## src/rtl/core/hsoc_pkg.sv

```systemverilog
`default_nettype none

package hsoc_pkg;

  localparam int unsigned DefTableEntries = 256;
  localparam int unsigned DefKeyWidth     = 32;
  localparam int unsigned DefCountWidth   = 16;

  localparam int unsigned FuncW   = 3;
  localparam int unsigned ReqKeyW = 32;
  localparam int unsigned StatusW = 2;
  localparam int unsigned OutKeyW = 32;
  localparam int unsigned SetOpW  = 2;

  // request function codes
  localparam logic [FuncW-1:0] FUNC_LEFT    = 3'd0;
  localparam logic [FuncW-1:0] FUNC_RIGHT   = 3'd1;
  localparam logic [FuncW-1:0] FUNC_FETCH   = 3'd2;
  localparam logic [FuncW-1:0] FUNC_RESTART = 3'd3;
  localparam logic [FuncW-1:0] FUNC_CLEAR   = 3'd4;

  // result status codes
  localparam logic [StatusW-1:0] STAT_ACCEPTED = 2'd0;
  localparam logic [StatusW-1:0] STAT_FULL     = 2'd1;
  localparam logic [StatusW-1:0] STAT_ROW      = 2'd2;
  localparam logic [StatusW-1:0] STAT_END      = 2'd3;

  // set operations
  localparam logic [SetOpW-1:0] OP_INTERSECT     = 2'd0;
  localparam logic [SetOpW-1:0] OP_INTERSECT_ALL = 2'd1;
  localparam logic [SetOpW-1:0] OP_EXCEPT        = 2'd2;
  localparam logic [SetOpW-1:0] OP_EXCEPT_ALL    = 2'd3;

  typedef struct packed {
    logic [FuncW-1:0]   func;
    logic [ReqKeyW-1:0] key;
  } req_t;

  typedef struct packed {
    logic [StatusW-1:0] status;
    logic [OutKeyW-1:0] out_key;
  } rsp_t;

  // controller to datapath commands
  typedef enum logic [3:0] {
    CMD_NONE,
    CMD_CAPTURE,
    CMD_ACK,
    CMD_RESTART,
    CMD_CLEAR,
    CMD_READ,
    CMD_NEXT,
    CMD_LEFT_HIT,
    CMD_RIGHT_HIT,
    CMD_INSERT,
    CMD_FULL,
    CMD_EMIT_COPY,
    CMD_END,
    CMD_SCAN_END,
    CMD_SCAN_STEP
  } cmd_e;

  // datapath to controller status
  typedef struct packed {
    logic [FuncW-1:0] func;
    logic             at_end;
    logic             full;
    logic             match;
    logic             copies_nz;
    logic             done;
    logic             count_nz;
  } dp_stat_t;

endpackage

`default_nettype wire

```

## src/rtl/core/hsoc_ctrl.sv

```systemverilog
`default_nettype none

module hsoc_ctrl (
  input  wire logic              clk_i,
  input  wire logic              rst_ni,
  input  wire logic              start,
  output logic                   busy,
  input  wire hsoc_pkg::dp_stat_t stat_i,
  output hsoc_pkg::cmd_e         cmd_o
);
  import hsoc_pkg::*;

  localparam logic [1:0] S_IDLE  = 2'd0;
  localparam logic [1:0] S_EXEC  = 2'd1;
  localparam logic [1:0] S_PROBE = 2'd2;
  localparam logic [1:0] S_CMP   = 2'd3;

  logic [1:0] state_q, state_d;

  always_comb begin
    state_d = state_q;
    cmd_o   = CMD_NONE;
    case (state_q)
      S_IDLE: begin
        if (start) begin
          cmd_o   = CMD_CAPTURE;
          state_d = S_EXEC;
        end
      end
      S_EXEC: begin
        state_d = S_IDLE;
        case (stat_i.func)
          FUNC_LEFT, FUNC_RIGHT: state_d = S_PROBE;
          FUNC_FETCH: begin
            if (stat_i.copies_nz) cmd_o = CMD_EMIT_COPY;
            else if (stat_i.done) cmd_o = CMD_END;
            else state_d = S_PROBE;
          end
          FUNC_RESTART: cmd_o = CMD_RESTART;
          FUNC_CLEAR:   cmd_o = CMD_CLEAR;
          default:      cmd_o = CMD_ACK;
        endcase
      end
      S_PROBE: begin
        if (stat_i.at_end) begin
          state_d = S_IDLE;
          case (stat_i.func)
            FUNC_LEFT:  cmd_o = stat_i.full ? CMD_FULL : CMD_INSERT;
            FUNC_FETCH: cmd_o = CMD_SCAN_END;
            default:    cmd_o = CMD_ACK;
          endcase
        end else begin
          cmd_o   = CMD_READ;
          state_d = S_CMP;
        end
      end
      S_CMP: begin
        state_d = S_PROBE;
        case (stat_i.func)
          FUNC_FETCH: begin
            cmd_o = CMD_SCAN_STEP;
            if (stat_i.count_nz) state_d = S_IDLE;
          end
          default: begin
            if (stat_i.match) begin
              cmd_o   = (stat_i.func == FUNC_LEFT) ? CMD_LEFT_HIT : CMD_RIGHT_HIT;
              state_d = S_IDLE;
            end else begin
              cmd_o = CMD_NEXT;
            end
          end
        endcase
      end
      default: state_d = S_IDLE;
    endcase
  end

  always_ff @(posedge clk_i or negedge rst_ni) begin
    if (!rst_ni) state_q <= S_IDLE;
    else         state_q <= state_d;
  end

  assign busy = (state_q != S_IDLE);

endmodule

`default_nettype wire

```

## config.mk

```make
export PLATFORM = sky130hd
export DESIGN_NAME = hsoc_ctrl
export DESIGN_NICKNAME = d
export VERILOG_FILES = /design/src/rtl/core/hsoc_pkg.sv /design/src/rtl/core/hsoc_ctrl.sv
export SDC_FILE = /design/constraint.sdc
export NUM_CORES = 1
export LEC_CHECK = 0
export ABC_AREA = 0
export BUFFER_PORTS_ARGS = -buffer_cell sky130_fd_sc_hd__buf_2
export CAP_MARGIN = 20
export CORE_AREA = 2 2 39 41
export CTS_BUF_LIST = sky130_fd_sc_hd__clkbuf_4 sky130_fd_sc_hd__clkbuf_8
export CTS_CLUSTER_DIAMETER = 200
export DETAILED_ROUTE_END_ITERATION = 16
export DIE_AREA = 0 0 41 43
export HOLD_SLACK_MARGIN = 0.1
export PLACE_DENSITY = 0.59
export SLEW_MARGIN = 0
export SYNTH_ARGS = -nofsm -noshare
export SYNTH_HDL_FRONTEND = slang
export SYNTH_SLANG_ARGS = --single-unit
```

## constraint.sdc

```tcl
create_clock -name clk_i -period 2.7 [get_ports clk_i]
set_input_delay 0.54 -clock clk_i [delete_from_list [all_inputs] [get_ports clk_i]]
set_output_delay 0.54 -clock clk_i [all_outputs]
set_load 0.01 [all_outputs]
```

==> out/qor.csv <==
metric,value,unit
grt met3 use,1.57,%
Sw Ratio,37.9,%
Top-Level Pins,17,
post-layout util,32.8,%
Max Clock Freq,486,MHz
most frequent cells in the layout,"buf_2, nor2_1, inv_1",
final antenna-violating net count,0,
clk_skew,0.00437,ns
Clock Tree Root,clkbuf_4,
Post-synth EDFFs,0,
"Seq/Total Area, Yosys",14.4,%
Synth area leader,dfrtp_1,
measured slew at the worst slew-check pin,0.395,ns
max FFs per register,2,
"Design Area, Final",454,µm²
Critical Path AT,1.52,ns
met1 track demand over resource,15.9,%
outcome,"finished, final reports clean",
Crit path max-delay family,flip-flops,
GRT overflow,0,
H-tree depth,1,
worst path cell trace,"nor2b_1, nand2_1, o211ai_1, buf_2",
clock slew at reported path FFs,0.03,ns
Rel. slew slack,73.7,%
Post-Syn Nets,57,
r2r setup slk,1.32,ns
Core Area,1380,µm²
setup tns final,0,ns
Crit path required time,2.16,ns
post-route setup slack,0.644,ns
CP endpoint kind,primary output,
Final nets,76,
number of global-route vias before repair,378,
worst ir drop on vdd,0.109,mV
Die Height,43,µm
Max stage delay on crit path,0.57,ns
placed cell area,422,µm²
# placed instances,74,
final-report setup violation count,0,
pre-CTS setup slack,0.718,ns
Hold Path Origin,start,
initial DRC count,13,
Combinational Power Share,40.9,%
Area Growth Syn to Fin,30.6,%
crit path launch type,flip-flop,
layout cells sized above 1,37.1,%
clock tree sinks,2,
power share of the sequential group,25.0,%
hold depth,3,
initial antenna violation count,0,
DR WL/cell,12.8,µm
Detailed Place HPWL,727,µm
Largest Register,state_q,
Final min period,2.06,ns
Reg2Reg Depth,3,
pwr/cell area,429,nW/µm²
CP max stage cell,dfrtp_1,
TritonCTS clock tree,yes,
GR peak layer,met2,
biggest regs,state_q (2),
Fin Hold WS,0.580,ns
r2r endpoint,state_q[1],
Yosys cell types,29,
post-synth top area share,14.4,%
n_diodes,0,
Power Total,0.195,mW
switching power,0.0739,mW
cell count after synthesis,45,
final hold violations,0,
Int Pwr,0.121,mW
die area,1760,µm²
WS Path Type,flip-flop to primary output,
Worst Path Max Fanout,12,
"Clk Latency, worst-skew pair",0.23,ns
IO Port Bufs,16,
Max-Cap Viols,0,
HP Class,primary input to flip-flop,
row cnt,14,
met2 Use GR,18.4,%
CTS Buf Count,3,
Synth Area per Inst,7.73,µm²
largest net degree at the start of global routing,13,
"Top FF cell, synth",dfrtp_1,
drt via density,5.50,
DR pass1 iterations,4,
clock power share,34.1,%
die width,41,µm
fin. max-slew vios,0,
Post-CTS Hold Fix Bufs,1,
#FFs+latches synth,2,
r2r startpoint,state_q[1],
Ys Warns,0,
Post-Route WL,996,µm
vias,429,
gr usage total,12.1,%
post-CTS resize count,0,
Final Cycle Share,76.1,%
setup repair after global routing missed its margin,false,
Synth Cell Area,348,µm²
# DRC,0,
clock buffer depth,2,
fin cells,78,
RePlAce Congestion,0.806,
"commonest non-fill, non-tap cell in the layout",buf_2,
Async SR Flop Fraction,100,%
Leak,0.206,nW
main area contributors after synthesis,"dfrtp_1, nand3b_1, nor3_1",
global-route wire length before repair,1490,µm
CP bufs+invs,1,
initial core utilization,25.1,%
postcts setup bufs,0,
Worst Hold End,state_q[0],
logic make-up after synthesis:
| logic type | share of synthesized area (%) |
|---|---|
| buffers and inverters | 11.9 |
| multiplexers | 7.19 |
| AO/OA/AOI/OAI | 30.6 |
| AND/OR/NAND/NOR | 36.0 |
| flip-flops | 14.4 |
cell type report:
cell class              instances  area (µm²)
clock buffers                   3        22.5
repair buffers                 17        90.1
flip-flops and latches          2        50.0
well taps                      16        20.0
multi-input cells              36         256
inverters                       4        15.0
fillers                       152         930
power by group through the flow:
stage               Clock, mW  Sequential (mW)  Combinational, mW
CTS                    0.0670           0.0482             0.0795
finish                 0.0665           0.0487             0.0798
global route           0.0666           0.0498             0.0885
global placement            0           0.0489             0.0770
detailed placement          0           0.0483             0.0779
floorplan                   0           0.0370             0.0636
worst max-delay path by stage:
stage | start | endpoint | slack [ns] | cells after the start
6_report | state_q[1] | cmd_o[1] | 0.64 | 4
2_1_floorplan | stat_i[8] | cmd_o[2] | 0.87 | 4
3_5_place_dp | stat_i[8] | cmd_o[3] | 0.72 | 5
5_1_grt | state_q[1] | cmd_o[1] | 0.55 | 4
4_1_cts | state_q[1] | cmd_o[1] | 0.65 | 4
3_3_place_gp | stat_i[8] | cmd_o[2] | 0.76 | 5
worst min-delay path: cells and delay by family:
kind                   cells  cell delay [ns]
AND/OR/NAND/NOR            1             0.07
buffers and inverters      1             0.09
multiplexers               1             0.06
synth_stat cells, types with 2 or more instances:
| master | number |
|---|---|
| inv_1 | 4 |
| nor2_1 | 4 |
| nand3b_1 | 3 |
| nor3_1 | 3 |
| buf_4 | 2 |
| dfrtp_1 | 2 |
| nand3_1 | 2 |
| nor2b_1 | 2 |
| o211ai_1 | 2 |
| o21ai_0 | 2 |
layer usage:
| metal | part of all wire, % | up-vias | wire length [µm] |
|---|---|---|---|
| li1 | - | 204 | - |
| met1 | 43 | 197 | 424 |
| met2 | 49 | 28 | 492 |
| met3 | 7.9 | 0 | 79 |
| met4 | 0 | 0 | 0 |
| met5 | 0 | - | 0 |
(Power assumes the default switching activity.)
